<file path="src/hw/rtl/filtered_k_nearest_select_top_assert.svh">
// Assertion macros for the filtered k-nearest select block.
`ifndef FILTERED_K_NEAREST_SELECT_TOP_ASSERT_SVH
`define FILTERED_K_NEAREST_SELECT_TOP_ASSERT_SVH
`ifndef SYNTHESIS
`define FKN_ASSERT_IMP(label, clk, rst, a, b) \
  label: assert property (@(posedge clk) disable iff (rst) (a) |-> (b)) \
    else $error("label failed");
`define FKN_ASSERT_NXT(label, clk, rst, a, b) \
  label: assert property (@(posedge clk) disable iff (rst) (a) |=> (b)) \
    else $error("label failed");
`else
`define FKN_ASSERT_IMP(label, clk, rst, a, b)
`define FKN_ASSERT_NXT(label, clk, rst, a, b)
`endif
`endif

</file>
<file path="src/hw/rtl/fkn_pkg.sv">
// Package: constants, types and control structs of the k-nearest select block.
package fkn_pkg;
  localparam int ENTRIES_DEF = 64;
  localparam int MAX_PICK_DEF = 8;
  localparam int TYPES_DEF = 8;
  localparam int COORD_BITS_DEF = 20;
  localparam int SLOT_W = 6;
  localparam int MASK_W = 8;
  localparam int COORD_W = 20;
  localparam int WANT_W = 4;
  localparam int KIND_W = 3;
  localparam int DIST_W = 42;
  localparam logic [DIST_W-1:0] DIST_MAX = '1;

  localparam logic OP_WRITE = 1'b0;
  localparam logic OP_QUERY = 1'b1;

  typedef enum logic [2:0] {
    ST_IDLE, ST_RD, ST_SCAN, ST_DRAIN, ST_EMIT, ST_EMPTY
  } fkn_state_t;

  typedef struct packed {
    logic load_query;
    logic scan_start;
    logic scan_step;
    logic emit_start;
    logic emit_step;
  } fkn_cmd_t;

  typedef struct packed {
    logic scan_done;
    logic drain_done;
    logic any;
    logic emit_last;
  } fkn_stat_t;
endpackage

</file>
<file path="src/hw/rtl/fkn_ctrl.sv">
// Controller state machine: sequences write, scan, drain and emit.
module fkn_ctrl import fkn_pkg::*; (
  input  logic      clk,
  input  logic      rst,
  input  logic      in_valid,
  input  logic      in_op,
  output logic      in_stall,
  output logic      out_valid,
  input  logic      out_stall,
  output fkn_cmd_t  cmd,
  input  fkn_stat_t stat,
  output logic      out_empty
);
  fkn_state_t state, state_next;
  logic acc, give;
  assign acc = in_valid && !in_stall;
  assign give = out_valid && !out_stall;

  always_comb begin
    state_next = state;
    case (state)
      ST_IDLE:  if (acc && in_op == OP_QUERY) state_next = ST_RD;
      ST_RD:    state_next = ST_SCAN;
      ST_SCAN:  if (stat.scan_done) state_next = ST_DRAIN;
      ST_DRAIN: if (stat.drain_done) state_next = stat.any ? ST_EMIT : ST_EMPTY;
      ST_EMIT:  if (give && stat.emit_last) state_next = ST_IDLE;
      ST_EMPTY: if (give) state_next = ST_IDLE;
      default:  state_next = ST_IDLE;
    endcase
  end

  always_comb begin
    cmd = '0;
    in_stall = (state != ST_IDLE);
    out_valid = (state == ST_EMIT) || (state == ST_EMPTY);
    out_empty = (state == ST_EMPTY);
    cmd.load_query = (state == ST_IDLE) && acc && in_op == OP_QUERY;
    cmd.scan_start = (state == ST_RD);
    cmd.scan_step = (state == ST_SCAN);
    cmd.emit_start = (state == ST_DRAIN) && stat.drain_done;
    cmd.emit_step = (state == ST_EMIT) && give;
  end

  always_ff @(posedge clk) begin
    if (rst) begin
      state <= ST_IDLE;
    end else begin
      state <= state_next;
    end
  end

  `include "filtered_k_nearest_select_top_assert.svh"
  `FKN_ASSERT_IMP(a_no_out_idle, clk, rst, state == ST_IDLE, !out_valid)
  `FKN_ASSERT_NXT(a_query_reads, clk, rst, cmd.load_query, state == ST_RD)
  `FKN_ASSERT_IMP(a_empty_last, clk, rst, out_empty, out_valid)
endmodule

</file>
<file path="config.mk">
export PLATFORM = sky130hd
export DESIGN_NAME = fkn_ctrl
export DESIGN_NICKNAME = d
export VERILOG_FILES = /design/src/hw/rtl/fkn_pkg.sv /design/src/hw/rtl/fkn_ctrl.sv
export VERILOG_INCLUDE_DIRS = /design/src /design/src/hw/rtl
export SDC_FILE = /design/constraint.sdc
export NUM_CORES = 1
export LEC_CHECK = 0
export BUFFER_PORTS_ARGS = -buffer_cell sky130_fd_sc_hd__buf_2
export CAP_MARGIN = 0
export CORE_AREA = 5 5 42 44
export DETAILED_ROUTE_END_ITERATION = 16
export DIE_AREA = 0 0 47 49
export PLACE_DENSITY_LB_ADDON = 0.15
export SLEW_MARGIN = 20
export SYNTH_ARGS = -nofsm -noshare
export SYNTH_HDL_FRONTEND = slang
export SYNTH_SLANG_ARGS = --single-unit
</file>
<file path="constraint.sdc">
create_clock -name clk -period 1.5 [get_ports clk]
set_input_delay 0.075 -clock clk [delete_from_list [all_inputs] [get_ports clk]]
set_output_delay 0.075 -clock clk [all_outputs]
set_load 0.02 [all_outputs]
</file>
# == Word level (Yosys, flattened, before mapping) ==
# Cells that the tools add are included.
# totals
reg_bits,3
latchBits,0
ram_bits,0
rom_bits,0
inputBits,9
out_inout_bits,8
mem_count,0
# classes
addsub,0
multipliers,0
n_div,0
n_lt_le_gt_ge,0
eq_ne,10
shift,0
muxes,7
bitwise,0
reduce_logical,14
# ops
op,n
$pmux 3 s6,1
$mux 3,5
$logic_and 1x1->1,8
$eq 3x2->1 const B,2
$eq 3x3->1 const B,2
$ne 2x2->1 const B,3
$reduce_and 5->1,1
$ne 2x1->1 const B,2
$eq 3x1->1 const B,1
$logic_not 3->1,1
$reduce_bool 3->1,1
$logic_not 1->1,2
$logic_or 1x1->1,1
$mux 1,1

# == Depth between registers and ports, before layout ==
# Gate-level depths: netlist of the first run.
# logic_depth
depth_word,6
ltp_mapped,4
mapped_depth_nobuf,3

# == Worst setup path after synthesis of the first run ==
# Ideal clock, no wire load.
# synth_timing
path_kind,flip-flop to output port
start,register state[2]
end,output cmd[0] (netlist name)
arrival_time_ns,1.323
slack_ns,0.102
stages_incl_launch_ff,3
n_path_buf,0
path_cell_list,dfxtp_1 > nor2b_2 > nor3b_1
# synth_rtl
item,line,text
"start, declared",fkn_ctrl.sv:14,"fkn_state_t state, state_next;"
"start signal, assigned",fkn_ctrl.sv:48,state <= state_next;
"end, declared",fkn_ctrl.sv:10,"output fkn_cmd_t cmd,"

==> flow_summary.json, run 1 <==
{
  "row_count": 14,
  "synthFlopType": "dfxtp_1",
  "detail_route.iter0.violations": 4,
  "final-setup-viol-count": 0,
  "r2r_setup_slack_ns": 0.27,
  "drcViolationCount": 0,
  "postCtsHoldBufs": 0,
  "num_vias": 267,
  "drv_slew": 0,
  "critPathLaunchType": "register",
  "h-tree-depth": 1,
  "path_clk_slew_ns": 0.04,
  "powerDensity_nw_per_um2": 905,
  "reg2reg_to": "state[0]",
  "area_growth_pct": 56.4,
  "ant_nets": 0,
  "max_slew_margin_pct": 74.9,
  "status": "completed",
  "place_area_um2": 319,
  "ys_warn_count": 0,
  "initial_utilization_pct": 16.0,
  "whs_endpoint": "state[2]",
  "fillers": 173,
  "hold_viol": 0,
  "path_class": "register to output port",
  "synth_edf_count": 0,
  "grt_pass1_vias": 276,
  "grt_max_degree": 15,
  "dieArea_um2": 2300,
  "clockPowerShare_pct": 43.9,
  "syn_nets": 39,
  "synthTopCellsByArea": "dfxtp_1 (27%), a32o_1 (8.9%), nor2_1 (6.7%)",
  "syn-cell-area_um2": 224,
  "cts_resized": 0,
  "wl_um": 626,
  "swShare_pct": 29.9,
  "post-route-period-util_pct": 90.1,
  "final_nets": 59,
  "reg_top3": "state (3)",
  "crit_path_max_fanout": 8,
  "synth_area_leader_cell": "dfxtp_1",
  "cts_tree": "yes",
  "port_buffers": 16,
  "postSynthAreaPerCell_um2": 7.47,
  "insertion_delay_ns": 0.23,
  "synth-async-reset-ratio_pct": 0,
  "cts_buffers": 3,
  "fp.dieH_um": 49,
  "reg2reg_from": "state[0]",
  "crit_slowest_cell": "dfxtp_1",
  "rsz0062_at_grt": "false",
  "synth.ff_latch_count": 3,
  "grt_first_pass_wirelength_mm": 1.03,
  "seqPwrFrac_pct": 31.9,
  "path_cells": "nor2b_4 > nand3_1 > inv_1 > buf_2",
  "cts_setup_buffers": 0,
  "hold_path_startpoint": "rst",
  "min_period_ns": 1.35,
  "cp.required_ns": 1.42,
  "yosysSeqAreaShare_pct": 26.8,
  "largest_reg_flops": 3,
  "p_comb_share_pct": 24.2,
  "worstPathArrival_ns": 1.28,
  "p_leak_nw": 0.176,
  "max_freq_ghz": 0.740,
  "intPower_mw": 0.222,
  "final_area_um2": 350,
  "ys_types": 18,
  "ir_drop_uv": 333,
  "antenna_cells": 0,
  "routedWlPerCell_um": 9.63,
  "cts_root_buffer": "clkbuf_4",
  "core_um2": 1400,
  "clock_skew_ns": 0.00259,
  "num_io_pins": 17,
  "drive_gt1_share_pct": 42.9,
  "hp-class": "primary input to register",
  "syn_inst": 30,
  "regMostFlops": "state",
  "synth.top_cell.area_share_pct": 26.8,
  "slowest_delay_ns": 0.49,
  "p_sw_mw": 0.0946,
  "multiInputGateArea_um2": 160,
  "gr-total-overflow": 0,
  "hold_depth": 2,
  "dr.pass1.iters": 4,
  "grt_util_all_layers_pct": 6.19,
  "gp_congestion": 0.658,
  "antenna_found_initial": 0,
  "fin_tns_setup_ns": 0,
  "cp-end-kind": "output port",
  "dieWidth_um": 47,
  "cap_violations": 0,
  "rr_worst_depth": 3,
  "regArea_um2": 60.1,
  "tightest_slew_ns": 0.377,
  "viasPerCell": 4.11,
  "clk_path_buf_depth": 2,
  "cts_sinks": 3
}
[cells in the mapped netlist (all sizes together) (2+ instances only)]
cell type and number:
nor2b 3, nor3b 2, o21ai 2, nand3 2, nor2 4, a32o 2, nand2b 2, dfxtp 3
nand2 3
[cell families after synthesis]
kind of cell           after synthesis  share of synthesized area, %
AO/OA/AOI/OAI                        7                          22.3
buffers and inverters                2                          3.91
flip-flops                           3                          26.8
AND/OR/NAND/NOR                     18                          46.9
[power groups by stage]
stage	logic, mW	registers, mW	clock network [mW]
after floorplan	0.0567	0.0938	0
after global placement	0.0783	0.103	0
after detailed placement	0.0779	0.102	0
after CTS	0.0783	0.101	0.151
after global routing	0.0848	0.104	0.157
final	0.0766	0.101	0.139
[stage by stage]
step	cells	setup slack (ns)	utilization (%)	power (mW)	hold WS (ns)
floorplan	30	0.102	-	0.151	0.144
global placement	61	0.266	22.8	0.181	0.274
detailed placement	61	0.250	22.8	0.180	0.270
CTS	65	0.114	24.6	0.330	0.0219
global route	65	0.0122	25.0	0.346	0.0454
finish	65	0.149	25.0	0.317	0.0308
[metal layers]
layer / wire length [um] / track usage, % / vias to the layer above
met1: 232 / 6.80 / 114
met5: 0 / 0 / -
met4: 0 / 5.53 / 0
li1: - / - / 143
met3: 67 / 1.85 / 0
met2: 326 / 9.05 / 10
[how the worst max path moves through the flow]
stage	endpoint	cells after the start	startpoint	slack [ns]
3_3_place_gp	state[0]	3	state[0]	0.27
3_5_place_dp	state[0]	3	state[0]	0.25
5_1_grt	cmd[0]	3	state[2]	0.01
6_report	cmd[1]	4	state[1]	0.15
2_1_floorplan	cmd[0]	2	state[2]	0.10
4_1_cts	cmd[0]	3	state[2]	0.11
[layout by cell type (no fill, tap or decap), types with 2 or more instances in the layout]
cell type  synthesis  routed
a32o_1             2       2
buf_2              1      16
clkbuf_4           0       3
dfxtp_1            3       3
nand2_1            3       3
nand2b_1           2       2
nand3_1            2       2
nor2_1             4       4
nor2b_4            1       2
nor3b_1            2       2
o21ai_1            2       2
[worst max-delay path: cells and delay by family (launching register included)]
family,cells,cell delay [ns]
flops,1,0.49
simple gates,2,0.32
buf+inv,2,0.22
[area by class of cell]
cell class	instances	share of cell area [%]
inverter	1	1.07
timing repair buffer	16	22.9
clock buffer	4	7.50
multi-input combinational	25	45.7
sequential	3	17.1
tap	16	5.71
No activity file was read; power rests on OpenSTA's default activity.
==> run 2, diff against run 1 <==
==> constraint.sdc (replaced) <==
create_clock -name clk -period 1.5 [get_ports clk]
set_input_delay 0.225 -clock clk [delete_from_list [all_inputs] [get_ports clk]]
set_output_delay 0.225 -clock clk [all_outputs]
set_load 0.02 [all_outputs]
==> flow_summary.json, run 2 (synthesis gave the netlist of run 1 again) <==
{
  "drv_slew": 0,
  "dr.pass1.iters": 4,
  "cts_tree": "yes",
  "final_common_cell": "buf_2",
  "max_slew_margin_pct": 89.8,
  "drcViolationCount": 0,
  "fp.dieH_um": 49,
  "cts_sinks": 3,
  "final_nets": 59,
  "dp.cells": 61,
  "grtUsageMet1_pct": 7.47,
  "reg2reg_from": "state[0]",
  "hold_path_startpoint": "rst",
  "grt_pass1_vias": 256,
  "wl_um": 637,
  "powerDensity_nw_per_um2": 871,
  "path_clk_slew_ns": 0.04,
  "h-tree-depth": 1,
  "hp-class": "primary input to register",
  "path_class": "register to output port",
  "dieArea_um2": 2300,
  "gr-total-overflow": 0,
  "largest_reg_flops": 3,
  "grt_util_all_layers_pct": 6.41,
  "antenna_found_initial": 0,
  "insertion_delay_ns": 0.23,
  "regMostFlops": "state",
  "grt_use_met3_pct": 3.69,
  "critPathLaunchType": "register",
  "final-setup-viol-count": 0,
  "post-route-period-util_pct": 96.0,
  "status": "completed",
  "hold_viol": 0,
  "routedWlPerCell_um": 9.80,
  "crit_path_max_fanout": 6,
  "detail_route.iter0.violations": 1,
  "layout_common_cells": "buf_2 (15), nor2_1 (3), nand2_1 (3), clkbuf_4 (3)",
  "grt_max_degree": 15,
  "p_leak_nw": 0.180,
  "viasPerCell": 4.14,
  "stdcell_count": 65,
  "area_growth_pct": 67.0,
  "drive_gt1_share_pct": 55.1,
  "cap_violations": 0,
  "cp-end-kind": "output port",
  "num_io_pins": 17,
  "row_count": 14,
  "antenna_cells": 0,
  "max_freq_ghz": 0.694,
  "cts_buffers": 3,
  "initial_utilization_pct": 16.0,
  "cp.required_ns": 1.27,
  "clk_path_buf_depth": 2,
  "worstPathArrival_ns": 1.22,
  "cts_setup_buffers": 0,
  "dp_hpwl_um": 513,
  "cts_root_buffer": "clkbuf_4",
  "utilization_pct": 26.7,
  "min_period_ns": 1.44,
  "setup.worst_path.start": "state[2]",
  "postCtsHoldBufs": 0,
  "clock_skew_ns": 0.00103,
  "fin_tns_setup_ns": 0,
  "port_buffers": 16,
  "rsz0062_at_grt": "false",
  "ir_drop_uv": 325,
  "core_um2": 1400,
  "tightest_slew_ns": 0.152,
  "dieWidth_um": 47,
  "num_vias": 269,
  "reg_top3": "state (3)",
  "grt_util_met2_pct": 8.60,
  "busiest_layer": "met2",
  "ant_nets": 0,
  "grt_first_pass_wirelength_mm": 1.04,
  "gp_congestion": 0.657
}
==> run 2: metal layers <==
layer,share of wire [%],vias to the layer above
met1,40,115
met2,49,9
met5,0,-
li1,-,145
met4,0,0
met3,11,0
==> run 2: final cells by class <==
| type | count | area [um2] |
|---|---|---|
| Fill cell | 173 | 1030 |
| Multi-Input combinational cell | 25 | 173 |
| Sequential cell | 3 | 68.8 |
| Timing Repair Buffer | 16 | 82.6 |
| Tap cell | 16 | 20.0 |
| Clock buffer | 4 | 26.3 |
| Inverter | 1 | 3.75 |
==> run 2: timing repair <==
| action | CTS | global route |
|---|---|---|
| gates resized for setup | 3 | 6 |
| pin swaps | 0 | 0 |
| hold endpoints to repair | 0 | 0 |
| endpoints found under the setup margin | 3 | 2 |
==> run 2: per-stage QoR <==
| step | instance area [um2] | worst slack (ns) | total power, mW | hold slack [ns] |
|---|---|---|---|---|
| after detailed placement | 324 | 0.213 | 0.181 | 0.430 |
| after global placement | 324 | 0.199 | 0.183 | 0.436 |
| after floorplan | 229 | 0.102 | 0.151 | 0.294 |
| after CTS | 355 | 0.000396 | 0.328 | 0.185 |
| final | 374 | 0.0599 | 0.326 | 0.180 |
| after global routing | 374 | 0.000743 | 0.349 | 0.207 |
==> run 2: where the power goes <==
group	leakage [nW]	internal [mW]	switching (mW)
clock	0.0150	0.0995	0.0388
combinational	0.138	0.0424	0.0423
sequential	0.0264	0.0867	0.0161
total	0.180	0.229	0.0972
==> run 2: path summary, 6_finish.rpt <==
kind,endpoint,slack [ns],cells past startpoint
worst min-delay path,state[2],0.18,2
worst max-delay path,cmd[4],0.06,3
worst max register to register,state[0],0.36,3
worst min register to register,state[1],0.51,1
==> run 2: worst max-delay path: stages (launching register included) <==
cell     delay (ns)
dfxtp_2        0.34
or3_4          0.39
nor2_2         0.11
buf_4          0.14
==> run 3, diff against run 2 <==
--- a/config.mk
+++ b/config.mk
@@ -6,6 +6,7 @@
 export SDC_FILE = /design/constraint.sdc
 export NUM_CORES = 1
 export LEC_CHECK = 0
+export ABC_AREA = 1
 export BUFFER_PORTS_ARGS = -buffer_cell sky130_fd_sc_hd__buf_2
 export CAP_MARGIN = 0
 export CORE_AREA = 5 5 42 44
==> flow_summary.json, run 3 <==
{
  "status": "completed",
  "synth_xor_area_share_pct": 0,
  "grt_pass1_vias": 344,
  "clk_path_buf_depth": 2,
  "cap_violations": 0,
  "whs_ns": 0.246,
  "synth_top_family_by_area": "simple AND/OR/NAND/NOR gates",
  "intPower_mw": 0.369,
  "p_comb_share_pct": 59.4,
  "synth.ff_latch_count": 3,
  "cp_top_family": "flip-flops",
  "post-route-period-util_pct": 94.7,
  "cts_root_buffer": "clkbuf_4",
  "antenna_cells": 0,
  "path_class": "register to output port",
  "cts_tree": "yes",
  "hp-class": "primary input to register",
  "dp_hpwl_um": 683,
  "hold_path_startpoint": "rst",
  "largest_reg_flops": 3,
  "seqPwrFrac_pct": 21.8,
  "cts_buffers": 3,
  "rr_worst_depth": 7,
  "final-setup-viol-count": 0,
  "path_clk_slew_ns": 0.03,
  "cp-end-kind": "output port",
  "ir_drop_uv": 630,
  "routedWlPerCell_um": 8.52,
  "max_freq_ghz": 0.704,
  "muxShareOfSynthArea_pct": 0,
  "initial_utilization_pct": 20.5,
  "syn-cell-area_um2": 288,
  "synthTopCellsByCount": "nor2_1 (16), nand2_1 (13), inv_1 (9), nand3_1 (8), dfxtp_1 (3)",
  "max_slew_margin_pct": 83.3,
  "fillers": 183,
  "drv_slew": 0,
  "synthAdderAreaFrac_pct": 0,
  "dieWidth_um": 47,
  "dr.pass1.iters": 4,
  "dieArea_um2": 2300,
  "pre_cts_ws_ns": 0.238,
  "synth.top_cell.area_share_pct": 20.9,
  "swShare_pct": 50.1,
  "synth_area_leader_cell": "dfxtp_1",
  "setup_slack_ns": 0.0797,
  "drive_gt1_share_pct": 31.6,
  "cts_sinks": 3,
  "fin_tns_setup_ns": 0,
  "ys_warn_count": 0,
  "gp_congestion": 0.695,
  "rsz0062_at_grt": "true",
  "num_io_pins": 17,
  "grt_util_all_layers_pct": 7.94,
  "wl_um": 784,
  "crit_slowest_cell": "dfxtp_1",
  "p_sw_mw": 0.370,
  "cp.required_ns": 1.27,
  "antenna_found_initial": 0,
  "crit_top_cell": "nor2_1",
  "powerDensity_nw_per_um2": 1800,
  "slowest_delay_ns": 0.44,
  "postCtsHoldBufs": 0,
  "synthTopCellsByArea": "dfxtp_1 (21%), nor2_1 (21%), nand2_1 (17%)",
  "synth_compound_area_share_pct": 1.74,
  "h-tree-depth": 1,
  "syn_nets": 66,
  "yosysSeqAreaShare_pct": 20.9,
  "crit_path_max_fanout": 8,
  "tightest_slew_ns": 0.248,
  "power_mw": 0.739,
  "synth-async-reset-ratio_pct": 0,
  "multiInputGateArea_um2": 178,
  "port_buffers": 16,
  "min_period_ns": 1.42,
  "crit_buf_inv": 2,
  "fp.dieH_um": 49,
  "critPathLaunchType": "register",
  "whs_endpoint": "state[2]",
  "yosysMostFrequentCell": "nor2_1",
  "clockPowerShare_pct": 18.8,
  "hold_depth": 4,
  "postSynthAreaPerCell_um2": 5.05,
  "r2r_setup_slack_ns": 0.31,
  "final_nets": 86,
  "synthSimpleGateAreaFrac_pct": 60.0,
  "hold_viol": 0,
  "viasPerCell": 3.99,
  "regMostFlops": "state",
  "num_vias": 367,
  "reg2reg_from": "state[1]",
  "gr-total-overflow": 0,
  "reg_top3": "state (3)",
  "syn_inst": 57,
  "worstPathArrival_ns": 1.20,
  "ys_types": 12,
  "grt_max_degree": 9,
  "row_count": 14,
  "drcViolationCount": 0,
  "reg2reg_to": "state[2]",
  "grt_first_pass_wirelength_mm": 1.34,
  "layout_common_cells": "nor2_1 (16), buf_2 (16), nand2_1 (13)",
  "insertion_delay_ns": 0.23,
  "core_um2": 1400,
  "p_leak_nw": 0.264,
  "synthFlopType": "dfxtp_1",
  "detail_route.iter0.violations": 3,
  "path_cells": "nand2_1 > nor2_1 > inv_1 > nor2_1 > buf_2",
  "area_growth_pct": 42.6,
  "synth_edf_count": 0,
  "clock_skew_ns": 0.00223,
  "regArea_um2": 61.3,
  "ant_nets": 0
}
-- run 3: final cells by class --
type | count | area share (%)
repair buffers | 16 | 19.5
well taps | 16 | 4.88
inverters | 12 | 11.0
multi-input cells | 41 | 43.3
clock buffers | 4 | 6.40
flip-flops and latches | 3 | 14.9
-- run 3: logic make-up (layout without fill, tap and decap cells) --
group                  Yosys count  count (layout)
AO/OA/AOI/OAI                    1               1
buffers and inverters           13              32
flip-flops                       3               3
AND/OR/NAND/NOR                 40              40
-- run 3: tightest hold or removal path, stage by stage --
cell	delay, ns
buf_2	0.07
inv_1	0.04
nand2_1	0.06
nor2_1	0.03
-- run 3: power by group through the flow --
stage | logic (mW) | clock network (mW) | registers, mW
2_1_floorplan | 0.357 | 0 | 0.135
3_3_place_gp | 0.456 | 0 | 0.159
3_5_place_dp | 0.448 | 0 | 0.161
4_1_cts | 0.450 | 0.148 | 0.162
5_1_grt | 0.507 | 0.161 | 0.169
6_report | 0.439 | 0.139 | 0.161
-- run 3: layer usage --
| metal | part of all wire, % | global-route usage [%] | wire (um) | vias to the layer above |
|---|---|---|---|---|
| li1 | - | - | - | 208 |
| met1 | 43 | 9.17 | 340 | 151 |
| met2 | 49 | 12.0 | 384 | 8 |
| met3 | 7.5 | 2.21 | 59 | 0 |
| met4 | 0 | 5.53 | 0 | 0 |
| met5 | 0 | 0 | 0 | - |
-- run 3: stage by stage --
step / util (%) / area [um2] / cells
2_1_floorplan: - / 288 / 57
4_1_cts: 29.3 / 410 / 92
5_1_grt: 29.3 / 410 / 92
3_3_place_gp: 27.3 / 383 / 88
6_report: 29.3 / 410 / 92
3_5_place_dp: 27.3 / 383 / 88
-- run 3: how the worst max path moves through the flow --
| stage | start | cells past startpoint | slack, ns | end |
|---|---|---|---|---|
| 6_report | state[0] | 5 | 0.08 | cmd[1] |
| 3_5_place_dp | state[2] | 3 | 0.24 | cmd[0] |
| 2_1_floorplan | state[2] | 2 | 0.10 | cmd[0] |
| 4_1_cts | state[0] | 5 | 0.06 | cmd[1] |
| 5_1_grt | state[2] | 3 | -0.02 | cmd[0] |
| 3_3_place_gp | state[2] | 3 | 0.23 | cmd[0] |
-- run 3: what timing repair did --
action | in CTS | in global routing
pin swaps | 0 | 0
resized for setup | 1 | 0
hold endpoints to repair | 0 | 0
setup endpoints to repair | 1 | 2
buffers inserted | 0 | 0
